**src/sv/sprite_rle_line_decoder_macros.svh**
```systemverilog
// Assertion macros for the sprite RLE line decoder.
// Included by srld_back, the RTL file that carries concurrent checks; no dependencies.
`ifndef SPRITE_RLE_LINE_DECODER_MACROS_SVH
`define SPRITE_RLE_LINE_DECODER_MACROS_SVH

// Same-cycle implication, disabled during reset.
`define SRLD_ASSERT_IMPLY(label, clk, rst, ante, cons, msg) \
  label: assert property (@(posedge clk) disable iff (rst) (ante) |-> (cons)) \
    else $error(msg);

// Next-cycle implication, disabled during reset.
`define SRLD_ASSERT_NEXT(label, clk, rst, ante, cons, msg) \
  label: assert property (@(posedge clk) disable iff (rst) (ante) |=> (cons)) \
    else $error(msg);

`endif

```
**src/sv/srld_pkg.sv**
```systemverilog
// Shared types and constants for the sprite RLE line decoder.
// No dependencies; used by every module of the block.
package srld_pkg;

  localparam int COORD_W     = 12;  // row / column width on the ports
  localparam int CFG_W       = 12;  // widest configuration register
  localparam int QUEUE_DEPTH = 4;

  localparam logic [1:0] REG_FRAME_WIDTH       = 2'd0;
  localparam logic [1:0] REG_FRAME_HEIGHT      = 2'd1;
  localparam logic [1:0] REG_TRANSPARENT_INDEX = 2'd2;

  localparam logic [7:0] CMD_END_SPRITE  = 8'hFC;
  localparam logic [7:0] CMD_END_LINE    = 8'hFF;  // empty line / line terminator
  localparam logic [7:0] CMD_RUN_LINE    = 8'hFD;
  localparam logic [7:0] CODE_MIXED_RUN  = 8'hFE;
  localparam logic [7:0] PIX_TRANSPARENT = 8'hFD;

  typedef enum logic [2:0] {
    PH_LINE,
    PH_RUN_COUNT,
    PH_RUN_PIXEL,
    PH_MIXED,
    PH_MIXED_COUNT,
    PH_MIXED_PIXEL,
    PH_DONE
  } phase_t;

  typedef enum logic [1:0] {
    KIND_RUN   = 2'd0,
    KIND_DONE  = 2'd1,
    KIND_TRUNC = 2'd2
  } kind_t;

  typedef struct packed {
    logic [7:0] stream_byte;
    logic       final_byte;
  } in_item_t;

  typedef struct packed {
    kind_t              kind;
    logic [COORD_W-1:0] row;
    logic [COORD_W-1:0] start_column;
    logic [7:0]         run_length;
    logic [7:0]         pixel_value;
    logic               is_transparent;
    logic               last_result;
  } out_item_t;

  // One queue entry: the results caused by one byte (a run, a status, or both).
  typedef struct packed {
    logic               has_run;
    logic               has_stat;
    kind_t              stat_kind;
    logic [COORD_W-1:0] row;
    logic [COORD_W-1:0] col;
    logic [7:0]         len;
    logic [7:0]         pix;
    logic               tr;
  } qent_t;

  typedef struct packed {
    logic full;
    logic empty;
  } qstat_t;

endpackage

```
**src/sv/srld_front.sv**
```systemverilog
// Front end: configuration registers, byte acceptance and line decode.
// Depends on srld_pkg; pushes one entry per result-producing byte into the queue.
module srld_front #(
  parameter int COORD_BITS = srld_pkg::COORD_W
) (
  input  logic                    clk,
  input  logic                    rst,
  input  logic                    cfg_we,
  input  logic [1:0]              cfg_index,
  input  logic [srld_pkg::CFG_W-1:0] cfg_data,
  input  logic                    in_valid,
  output logic                    in_stall,
  input  srld_pkg::in_item_t      in_item,
  input  srld_pkg::qstat_t        q_stat,
  output logic                    push,
  output srld_pkg::qent_t         push_data
);
  import srld_pkg::*;

  localparam logic [COORD_BITS-1:0] COORD_MAX = '1;

  logic [COORD_W-1:0]    frame_width;
  logic [COORD_W-1:0]    frame_height;
  logic [7:0]            transparent_index;

  phase_t                phase, phase_next;
  logic [COORD_BITS-1:0] row, row_next;
  logic [COORD_BITS-1:0] col, col_next;
  logic [7:0]            pcount, pcount_next;

  logic [COORD_W+COORD_BITS-1:0] fw_wide, fh_wide;
  logic [COORD_BITS-1:0] w, h;
  logic [COORD_BITS-1:0] avail;
  logic [COORD_BITS+7:0] cnt_wide, avail_wide, len_wide;
  logic [COORD_BITS+COORD_W-1:0] row_wide, col_wide;
  logic [7:0]            b, run_count, len;
  logic                  fin, accept, run_req, emit, finished, line_adv, has_stat, tr;
  kind_t                 stat_kind;

  assign in_stall = q_stat.full;
  assign accept   = in_valid && !in_stall;
  assign b        = in_item.stream_byte;
  assign fin      = in_item.final_byte;

  // Registers are masked to the coordinate width.
  assign fw_wide = {{COORD_BITS{1'b0}}, frame_width};
  assign fh_wide = {{COORD_BITS{1'b0}}, frame_height};
  assign w = fw_wide[COORD_BITS-1:0];
  assign h = fh_wide[COORD_BITS-1:0];

  always_comb begin
    phase_next  = phase;
    row_next    = row;
    col_next    = col;
    pcount_next = pcount;
    run_req     = 1'b0;
    run_count   = pcount;
    finished    = 1'b0;
    line_adv    = 1'b0;
    has_stat    = 1'b0;
    stat_kind   = KIND_DONE;

    case (phase)
      PH_LINE: begin
        if (b == CMD_END_SPRITE) begin
          finished = 1'b1;
        end else if (b == CMD_END_LINE) begin
          line_adv = 1'b1;
        end else if (row >= h) begin
          finished = 1'b1;
        end else if (b == CMD_RUN_LINE) begin
          phase_next = PH_RUN_COUNT;
        end else begin
          phase_next = PH_MIXED;
        end
      end
      PH_RUN_COUNT: begin
        if (b == CMD_END_LINE) begin
          line_adv = 1'b1;
        end else begin
          pcount_next = b;
          phase_next  = PH_RUN_PIXEL;
        end
      end
      PH_RUN_PIXEL: begin
        run_req    = 1'b1;
        phase_next = PH_RUN_COUNT;
      end
      PH_MIXED: begin
        if (b == CMD_END_LINE) begin
          line_adv = 1'b1;
        end else if (b == CODE_MIXED_RUN) begin
          phase_next = PH_MIXED_COUNT;
        end else begin
          run_req   = 1'b1;
          run_count = 8'd1;
        end
      end
      PH_MIXED_COUNT: begin
        pcount_next = b;
        phase_next  = PH_MIXED_PIXEL;
      end
      PH_MIXED_PIXEL: begin
        run_req    = 1'b1;
        phase_next = PH_MIXED;
      end
      default: begin
      end
    endcase

    if (line_adv) begin
      row_next   = (row == COORD_MAX) ? row : row + 1'b1;
      col_next   = '0;
      phase_next = PH_LINE;
    end

    // Run clipping at the frame width
    avail      = w - col;
    cnt_wide   = {{COORD_BITS{1'b0}}, run_count};
    avail_wide = {8'b0, avail};
    len        = (cnt_wide < avail_wide) ? run_count : avail_wide[7:0];
    len_wide   = {{COORD_BITS{1'b0}}, len};
    emit       = run_req && (col < w) && (run_count != 8'd0);
    if (emit) begin
      col_next = col + len_wide[COORD_BITS-1:0];
    end

    if (phase == PH_DONE) begin
      if (fin) begin
        phase_next  = PH_LINE;
        row_next    = '0;
        col_next    = '0;
        pcount_next = '0;
      end
    end else if (finished || fin) begin
      has_stat  = 1'b1;
      stat_kind = (finished || phase_next == PH_LINE) ? KIND_DONE : KIND_TRUNC;
      if (fin) begin
        phase_next  = PH_LINE;
        row_next    = '0;
        col_next    = '0;
        pcount_next = '0;
      end else begin
        phase_next = PH_DONE;
      end
    end
  end

  assign tr       = (b == PIX_TRANSPARENT);
  assign row_wide = {{COORD_W{1'b0}}, row};
  assign col_wide = {{COORD_W{1'b0}}, col};

  always_comb begin
    push_data.has_run   = emit;
    push_data.has_stat  = has_stat;
    push_data.stat_kind = stat_kind;
    push_data.row       = row_wide[COORD_W-1:0];
    push_data.col       = col_wide[COORD_W-1:0];
    push_data.len       = len;
    push_data.pix       = tr ? transparent_index : b;
    push_data.tr        = tr;
  end

  assign push = accept && (emit || has_stat);

  always_ff @(posedge clk) begin
    if (rst) begin
      phase  <= PH_LINE;
      row    <= '0;
      col    <= '0;
      pcount <= '0;
    end else if (accept) begin
      phase  <= phase_next;
      row    <= row_next;
      col    <= col_next;
      pcount <= pcount_next;
    end
  end

  always_ff @(posedge clk) begin
    if (rst) begin
      frame_width       <= '0;
      frame_height      <= '0;
      transparent_index <= '0;
    end else if (cfg_we) begin
      case (cfg_index)
        REG_FRAME_WIDTH:       frame_width       <= cfg_data[COORD_W-1:0];
        REG_FRAME_HEIGHT:      frame_height      <= cfg_data[COORD_W-1:0];
        REG_TRANSPARENT_INDEX: transparent_index <= cfg_data[7:0];
        default: begin
        end
      endcase
    end
  end

endmodule

```
**src/sv/srld_queue.sv**
```systemverilog
// Short queue of decoded entries between the front and back ends.
// Depends on srld_pkg for the entry and status types.
module srld_queue #(
  parameter int DEPTH = srld_pkg::QUEUE_DEPTH
) (
  input  logic             clk,
  input  logic             rst,
  input  logic             push,
  input  srld_pkg::qent_t  push_data,
  input  logic             pop,
  output srld_pkg::qent_t  rd_data,
  output srld_pkg::qstat_t q_stat
);
  import srld_pkg::*;

  localparam int PW = (DEPTH > 1) ? $clog2(DEPTH) : 1;
  localparam int CW = $clog2(DEPTH + 1);
  localparam logic [PW-1:0] LAST_PTR = PW'(DEPTH - 1);
  localparam logic [CW-1:0] FULL_CNT = CW'(DEPTH);

  qent_t         mem [DEPTH];
  logic [PW-1:0] wr_ptr, rd_ptr;
  logic [CW-1:0] count;
  logic          do_push, do_pop;

  assign q_stat.full  = (count == FULL_CNT);
  assign q_stat.empty = (count == '0);
  assign do_push = push && !q_stat.full;
  assign do_pop  = pop && !q_stat.empty;
  assign rd_data = mem[rd_ptr];

  always_ff @(posedge clk) begin
    if (do_push) begin
      mem[wr_ptr] <= push_data;
    end
  end

  always_ff @(posedge clk) begin
    if (rst) begin
      wr_ptr <= '0;
      rd_ptr <= '0;
      count  <= '0;
    end else begin
      if (do_push) begin
        wr_ptr <= (wr_ptr == LAST_PTR) ? '0 : wr_ptr + 1'b1;
      end
      if (do_pop) begin
        rd_ptr <= (rd_ptr == LAST_PTR) ? '0 : rd_ptr + 1'b1;
      end
      case ({do_push, do_pop})
        2'b10:   count <= count + 1'b1;
        2'b01:   count <= count - 1'b1;
        default: count <= count;
      endcase
    end
  end

endmodule

```
**src/sv/srld_back.sv**
```systemverilog
// Back end: turns queue entries into result items, one per cycle while out_stall is low.
// Depends on srld_pkg and the assertion macro header.
`include "sprite_rle_line_decoder_macros.svh"

module srld_back (
  input  logic                clk,
  input  logic                rst,
  input  srld_pkg::qstat_t    q_stat,
  input  srld_pkg::qent_t     q_data,
  output logic                pop,
  output logic                out_valid,
  input  logic                out_stall,
  output srld_pkg::out_item_t out_item
);
  import srld_pkg::*;

  logic  load;
  logic  pend_stat;   // status item still owed for the entry just shown
  kind_t pend_kind;

  assign load = !out_valid || !out_stall;
  assign pop  = load && !pend_stat && !q_stat.empty;

  always_ff @(posedge clk) begin
    if (rst) begin
      out_valid <= 1'b0;
      pend_stat <= 1'b0;
    end else if (load) begin
      if (pend_stat) begin
        out_valid <= 1'b1;
        pend_stat <= 1'b0;
      end else if (!q_stat.empty) begin
        out_valid <= 1'b1;
        pend_stat <= q_data.has_run && q_data.has_stat;
      end else begin
        out_valid <= 1'b0;
      end
    end
  end

  always_ff @(posedge clk) begin
    if (load) begin
      if (pend_stat) begin
        out_item <= '{kind: pend_kind, row: '0, start_column: '0, run_length: '0,
                      pixel_value: '0, is_transparent: 1'b0, last_result: 1'b1};
      end else if (!q_stat.empty) begin
        pend_kind <= q_data.stat_kind;
        if (q_data.has_run) begin
          out_item <= '{kind: KIND_RUN, row: q_data.row, start_column: q_data.col,
                        run_length: q_data.len, pixel_value: q_data.pix,
                        is_transparent: q_data.tr, last_result: !q_data.has_stat};
        end else begin
          out_item <= '{kind: q_data.stat_kind, row: '0, start_column: '0,
                        run_length: '0, pixel_value: '0, is_transparent: 1'b0,
                        last_result: 1'b1};
        end
      end
    end
  end

  `SRLD_ASSERT_IMPLY(a_pend_after_run, clk, rst, pend_stat,
    out_valid && out_item.kind == KIND_RUN && !out_item.last_result,
    "status owed but shown item is not an open run")
  `SRLD_ASSERT_IMPLY(a_pop_legal, clk, rst, pop,
    !q_stat.empty && (!out_valid || !out_stall),
    "queue popped while empty or while output is held")
  `SRLD_ASSERT_NEXT(a_two_result_split, clk, rst,
    pop && q_data.has_run && q_data.has_stat, pend_stat && out_valid,
    "run plus status entry did not leave a status pending")

endmodule

```
**src/sv/sprite_rle_line_decoder.sv**
```systemverilog
// Sprite RLE line decoder: accepts one compressed byte per cycle while in_stall
// is low and gives pixel run descriptors and end-of-sprite status items. The
// front end decodes a byte in the cycle it is taken and pushes its results into
// a four-entry queue; the back end delivers one result item per cycle from an
// output register while out_stall is low. A byte that yields a run and a status
// gives two output items, so the sustained input rate is one byte per cycle only
// while the output keeps up, and the queue absorbs bursts of two-result bytes and
// output stalls. in_stall rises only when the queue is full. Configuration writes
// are taken at any cycle and apply to the next byte accepted.
module sprite_rle_line_decoder #(
  parameter int COORD_BITS  = srld_pkg::COORD_W,
  parameter int QUEUE_DEPTH = srld_pkg::QUEUE_DEPTH
) (
  input  logic                       clk,
  input  logic                       rst,
  input  logic                       cfg_we,
  input  logic [1:0]                 cfg_index,
  input  logic [srld_pkg::CFG_W-1:0] cfg_data,
  input  logic                       in_valid,
  output logic                       in_stall,
  input  srld_pkg::in_item_t         in_item,
  output logic                       out_valid,
  input  logic                       out_stall,
  output srld_pkg::out_item_t        out_item
);
  import srld_pkg::*;

  logic   push, pop;
  qent_t  push_data, q_data;
  qstat_t q_stat;

  srld_front #(.COORD_BITS(COORD_BITS)) u_front (
    .clk       (clk),
    .rst       (rst),
    .cfg_we    (cfg_we),
    .cfg_index (cfg_index),
    .cfg_data  (cfg_data),
    .in_valid  (in_valid),
    .in_stall  (in_stall),
    .in_item   (in_item),
    .q_stat    (q_stat),
    .push      (push),
    .push_data (push_data)
  );

  srld_queue #(.DEPTH(QUEUE_DEPTH)) u_queue (
    .clk       (clk),
    .rst       (rst),
    .push      (push),
    .push_data (push_data),
    .pop       (pop),
    .rd_data   (q_data),
    .q_stat    (q_stat)
  );

  srld_back u_back (
    .clk       (clk),
    .rst       (rst),
    .q_stat    (q_stat),
    .q_data    (q_data),
    .pop       (pop),
    .out_valid (out_valid),
    .out_stall (out_stall),
    .out_item  (out_item)
  );

endmodule

```
**config.mk**
```make
export PLATFORM = sky130hd
export DESIGN_NAME = sprite_rle_line_decoder
export DESIGN_NICKNAME = d
export VERILOG_FILES = /design/src/sv/srld_pkg.sv /design/src/sv/srld_front.sv /design/src/sv/srld_queue.sv /design/src/sv/srld_back.sv /design/src/sv/sprite_rle_line_decoder.sv
export VERILOG_INCLUDE_DIRS = /design/src /design/src/sv
export SDC_FILE = /design/constraint.sdc
export NUM_CORES = 1
export LEC_CHECK = 0
export BUFFER_PORTS_ARGS = -buffer_cell sky130_fd_sc_hd__buf_2
export CORE_MARGIN = 4
export CORE_UTILIZATION = 55
export CTS_BUF_LIST = sky130_fd_sc_hd__clkbuf_8
export DETAILED_ROUTE_END_ITERATION = 12
export GPL_ROUTABILITY_DRIVEN = 0
export PLACE_DENSITY = 0.73
export SKIP_LAST_GASP = 1
export SLEW_MARGIN = 25
export SYNTH_ARGS = -nofsm -noshare
export SYNTH_HDL_FRONTEND = slang
export SYNTH_SLANG_ARGS = --single-unit
```
**constraint.sdc**
```tcl
create_clock -name clk -period 10 [get_ports clk]
set_clock_uncertainty 0.05 [all_clocks]
set_input_delay 2 -clock clk [delete_from_list [all_inputs] [get_ports clk]]
set_output_delay 2 -clock clk [all_outputs]
set_load 0.02 [all_outputs]
```
==> flow_summary.ini, run 1 <==
[status]
outcome = complete, no violations

[floorplanning]
die_w_um = 162.9
num_rows = 56
coreArea_sq_um = 23540
dieArea_sq_um = 26530
die_h_um = 162.9
start_util_pct = 56.05
io_pins = 74

[sta]
period_share_pct = 63.03
hold_viol = 0
slew-limit-headroom_pct = 34.59
drv_slew = 0
min_period_ps = 6303
rsz0062_at_grt = no
fmax_mhz = 158.7
tns_ps = 0
tightest_slew_ps = 973.7
final-setup-viol-count = 0

[pwr]
power_density_nw_per_um2 = 237.0
pwr-share-seq_pct = 47.2
internal-power_w = 0.002481
peakVddDrop_mv = 0.1348
leakagePower_nw = 5.514
p_switching_w = 0.001034
p_comb_share_pct = 25.0
power_w = 0.003514
p_sw_share_pct = 29.42
pwr-share-clk_pct = 27.8

[worst_setup_path]
critical_path_arrival_ps = 6690
r2r_end = u_front.col[10]$_SDFFE_PP0P_
crit_fanout = 10
r2r_slack_ps = 4210
worstSetupPathType = in -> reg
crit_path_start_kind = input port
r2r_start = u_front.col[1]$_SDFFE_PP0P_
ff2ff_path_depth = 23
worstSetupEndpointType = register
required_ps = 10390

[global_route]
antenna_found_initial = 0
grt_pass1_wl_um = 41450
grt_usage_pct = 19.83
overflow = 0
grt_pass1_vias = 7808
grt_max_degree = 70

[hold_path]
whs_path_depth = 2
whs_endpoint = u_front.frame_height[10]$_SDFFE_PP0P_
worstHoldStart = u_front.frame_height[10]$_SDFFE_PP0P_
hold_class = reg -> reg

[route]
drtAntennaViolNets = 0
drc = 0
drtIter0Drc = 671
routed_via_density = 5.587
drtPass1Iterations = 5
routed_wl_um = 25710
wire_per_inst_um = 18.23
num_vias = 7878

[synth]
yosysTopAreaCell = edfxtp_1
synthTopCellsByCount = edfxtp_1, nor2_1, dfxtp_1, nand2_1, inv_1
yosys.cell_count.top_type = edfxtp_1
synth_fp_nets = 1031
synth_edf_count = 226
yosysSeqAreaShare_pct = 63.27
syn-instance-count = 954
ys_ff_latch = 304
synthesis.area_sq_um = 13200
yosysWarnings = 0
synth.distinct_cells = 68
synthArstFlopShare_pct = 0
synth.top_cell.area_share_pct = 51.43
postSynthAreaPerCell_sq_um = 13.83
synth_flop_cell = edfxtp_1
ys_top_cells_by_area = edfxtp_1, dfxtp_1, mux4_2, ha_1, nor2_1

[layout]
diodes = 0
nets = 1128
syn_to_final_growth_pct = 12.39
n_fill_cell = 1785
layout-drive-gt1-share_pct = 19.34

[run]
maxCapViolCount = 0

[placement]
hpwl_um = 17370
port_buffers = 73

[clocking]
cts_htree_levels = 2
path_clk_slew_ps = 60
cts_resized = 0
tritoncts = yes
post_cts_buffers = 0
cts_num_sinks = 304
cts-root-buf = clkbuf_8
numCtsBuffers = 48
cts_hold_buf = 0
cts_buffer_depth = 3
clk-insertion-delay-late_ps = 550
## sequential cells by signal, summed over array words and instances, names as in the netlist, 3 cells and up, named ones only
name,flops
u_front.col,12
u_front.transparent_index,8
u_front.frame_width,12
u_queue.mem,180
u_back.out_item,44
u_front.row,12
u_queue.count,3
u_front.pcount,8
u_front.phase,3
u_front.frame_height,12
## power groups by stage
| stage | Sequential (W) | Clock [W] | Combinational (W) |
|---|---|---|---|
| after floorplan | 0.00181 | 0 | 0.000528 |
| after global placement | 0.00168 | 0 | 0.000876 |
| after detailed placement | 0.00169 | 0 | 0.000887 |
| after CTS | 0.00166 | 0.00101 | 0.000891 |
| after global routing | 0.00168 | 0.00107 | 0.000964 |
| final | 0.00166 | 0.000978 | 0.000877 |
## layout make-up
cell class / count / area [sq um] / share of cell area (%)
sequential: 304 / 8351 / 56.31
multi-input combinational: 564 / 4527 / 30.52
clock buffer: 54 / 743.2 / 5.011
timing repair buffer: 84 / 447.9 / 3.020
tap: 319 / 399.1 / 2.691
inverter: 49 / 185.2 / 1.249
clock inverter: 36 / 177.7 / 1.198
## kinds of logic after synthesis
| kind of cell | count (synthesis) | share of synthesized area [%] |
|---|---|---|
| multiplexers | 76 | 10.07 |
| AND/OR/NAND/NOR | 270 | 10.10 |
| buffers and inverters | 86 | 2.626 |
| AO/OA/AOI/OAI | 149 | 7.795 |
| XOR/XNOR | 20 | 1.328 |
| flip-flops | 304 | 63.27 |
| adder cells (fa/ha/maj) | 49 | 4.817 |
## layer usage
metal	routed length (um)	GRT usage, %	up-vias
li1	-	-	3785
met1	11900	28.74	3799
met2	11700	30.92	252
met3	1619	3.797	42
met4	490	5.947	0
met5	0	0	-
## critical path: stages
cell and delay (ps):
buf_2 110, and2_1 200, a31o_1 320, and2_1 230
ha_1 270, o21ai_0 80, a21oi_1 130, or4b_1 120
a31oi_1 80, a211oi_2 710, mux2i_1 480, ha_1 270
inv_1 60, fa_1 410, nor2b_1 130, o21ai_0 80
nand2b_1 150, a31oi_1 180, a2111oi_4 350, nor2_1 80
o31a_1 230
## cells in the final DEF, fill, tap and decap left out, types with 16 or more instances in the layout
cell type,netlist,layout
nor3_1,16,16
edfxtp_1,226,226
nor2_1,84,84
o21ai_0,21,21
nand2_1,55,55
ha_1,46,46
nor2b_1,47,47
dfxtp_1,78,76
mux4_2,45,45
inv_1,48,63
buf_2,6,73
mux2i_1,30,30
clkbuf_8,0,54
a21oi_1,43,42
a22oi_1,16,16
## stage by stage
stage | setup WS, ps | util [%] | instances | hold WS [ps] | area [sq um]
after floorplan | 3875 | - | 954 | 386.3 | 13200
after global placement | 3388 | 59.08 | 1320 | 397.2 | 13910
after detailed placement | 3208 | 59.08 | 1320 | 400.4 | 13910
after CTS | 3782 | 62.99 | 1410 | 408.8 | 14830
after global routing | 3299 | 62.99 | 1410 | 426.4 | 14830
final | 3697 | 62.99 | 1410 | 406.6 | 14830
## worst max path at each step
stage,from,end,slack [ps],cells past startpoint
after floorplan,in_item[5],u_front.col[10]$_SDFFE_PP0P_,3880,23
after global placement,in_item[5],u_front.col[10]$_SDFFE_PP0P_,3390,21
after detailed placement,in_item[5],u_front.col[10]$_SDFFE_PP0P_,3210,21
after CTS,in_item[5],u_front.col[10]$_SDFFE_PP0P_,3780,21
after global routing,in_item[3],u_front.col[10]$_SDFFE_PP0P_,3300,21
final,in_item[3],u_front.col[10]$_SDFFE_PP0P_,3700,21
Power figures use the tool's default switching activity.
==> run 2, diff against run 1 <==
PLACE_DENSITY = 0.76   (was 0.73)
clock period = 5.55 ns   (was 10 ns; I/O delays follow)
==> run 2 against run 1 <==
Net effect:
- sequential share of layout area shrank 0.83 points
- largest power group unchanged
- clock power grew 85%
- die area unchanged
==> flow_summary.ini, run 2 (synthesis results as in run 1) <==
[sta]
tightest_slew_ps = 1078
fmax_mhz = 192.3
final-setup-viol-count = 0
hold_viol = 0
slew-limit-headroom_pct = 27.61
drv_slew = 0
period_share_pct = 93.70
min_period_ps = 5200
holdWs_ps = 406.4

[worst_setup_path]
critical_path_arrival_ps = 5600
timing.critical_path.buf_inv = 2
required_ps = 5950
cpPeakStageDelay_ps = 490
crit_chain = inv_1 > ha_1 > nand2b_1 > a21oi_1 > o21a_1 > nor2_1 > xor2_1 > ha_1 > a21o_1 > a21oi_2 > or4b_4 > a31oi_4 > a211oi_4 > mux2i_2 > ha_2 > inv_1 > fa_1 > nor2b_1 > o21ai_0 > nand2b_1 > a31oi_2 > a2111oi_4 > nor2_1 > o31a_1
cpLargestDelayFamily = compound AO/OA/AOI/OAI gates
worstSetupEndpointType = register
crit_fanout = 6
cp.depth = 24
slowest_stage = or4b_4
crit_path_start_kind = register
worstSetupPathType = reg -> reg
ff2ff_path_depth = 24

[hold_path]
whs_path_depth = 2
hold_class = reg -> reg

[pwr]
peakVddDrop_mv = 0.2153
leakagePower_nw = 5.632
power_density_nw_per_um2 = 425.6

[global_route]
overflow = 0
antenna_found_initial = 0
grt_pass1_vias = 7916
grt_usage_pct = 19.75
grt_pass1_wl_um = 41380
grt_max_degree = 70

[layout]
syn_to_final_growth_pct = 14.10
n_fill_cell = 1762
reg_top3 = u_queue.mem (180), u_back.out_item (44)
layout_commonest_cell = edfxtp_1
fin_area_sq_um = 15060
top_register = u_queue.mem
diodes = 0
layout-drive-gt1-share_pct = 21.50
register_area_sq_um = 8352
largest_reg_flops = 180
multi_input_area_sq_um = 4582
final_cell_mix = edfxtp_1, nor2_1, dfxtp_1
nets = 1145
final_util_pct = 63.95

[route]
drc = 0
drtPass1Iterations = 5
routed_wl_um = 26390
drtIter0Drc = 569
num_vias = 8093
routed_via_density = 5.675
drtAntennaViolNets = 0
wire_per_inst_um = 18.50

[clocking]
numCtsBuffers = 47
cts-root-buf = clkbuf_8
clk-insertion-delay-late_ps = 560
cts_hold_buf = 0
cts_buffer_depth = 3
tritoncts = yes
cts_num_sinks = 304
cts_htree_levels = 2
path_clk_slew_ps = 60

[floorplanning]
die_w_um = 162.9
start_util_pct = 56.05
dieArea_sq_um = 26530
die_h_um = 162.9
io_pins = 74
coreArea_sq_um = 23540
num_rows = 56

[status]
outcome = complete, no violations

[placement]
place_area_sq_um = 14030
hpwl_um = 17930
port_buffers = 73

[run]
maxCapViolCount = 0
## run 2: cell count changes in the layout (fill, tap and decap cells not counted), moves of 2 or more
cell | previous run | this run
buf_12 | 0 | 2
clkbuf_8 | 54 | 52
a31oi_1 | 8 | 6
ha_1 | 46 | 44
buf_4 | 11 | 27
clkinv_1 | 12 | 9
## run 2: layer usage
| metal | part of all wire, % | vias up | track usage, % |
|---|---|---|---|
| li1 | - | 3815 | - |
| met3 | 8.3 | 47 | 4.733 |
| met2 | 46 | 280 | 31.30 |
| met4 | 1.8 | 0 | 5.528 |
| met1 | 44 | 3951 | 27.71 |
| met5 | 0 | - | 0 |
## run 2: cell type report
class	instances	area share (%)
clock buffers	52	4.754
clock inverters	36	1.421
inverters	49	1.230
multi-input cells	564	30.43
flip-flops and latches	304	55.47
well taps	319	2.651
repair buffers	102	4.039
## run 2: final timing paths
path / start / to / slack, ps
worst max-delay path: u_front.col[1]$_SDFFE_PP0P_ / u_front.col[10]$_SDFFE_PP0P_ / 350
worst min-delay path: u_front.frame_height[1]$_SDFFE_PP0P_ / u_front.frame_height[1]$_SDFFE_PP0P_ / 410
worst max register to register: u_front.col[1]$_SDFFE_PP0P_ / u_front.col[10]$_SDFFE_PP0P_ / 350
worst min register to register: u_front.frame_height[1]$_SDFFE_PP0P_ / u_front.frame_height[1]$_SDFFE_PP0P_ / 410
## run 2: report_power, final
group          switching [W]  leakage, nW  internal, W
combinational       0.000950         2.27     0.000660
sequential          0.000102         2.83      0.00289
clock               0.000846        0.539     0.000964
## run 2: timing repair
action                     CTS  global route
buffers inserted             0             4
setup endpoints to repair    0             7
gates resized for setup      0            12
## run 2: worst reg2reg max path, delay by kind of cell, from the launching register on
kind / cells / cell delay, ps
buf+inv: 2 / 190
compound gates: 10 / 1700
simple gates: 6 / 1070
flops: 1 / 340
mux: 1 / 240
fa+ha+maj: 4 / 1260
xor+xnor: 1 / 250
## run 2: per-stage QoR
stage	total power, W	setup slack, ps	TNS [ps]	std cells
after floorplan	0.004206	315.5	0	954
after global placement	0.004624	-46.88	-46.88	1334
after detailed placement	0.004657	-303.0	-798.8	1334
after CTS	0.006463	67.01	0	1422
after global routing	0.006737	-11.11	-11.11	1426
final	0.006407	349.8	0	1426
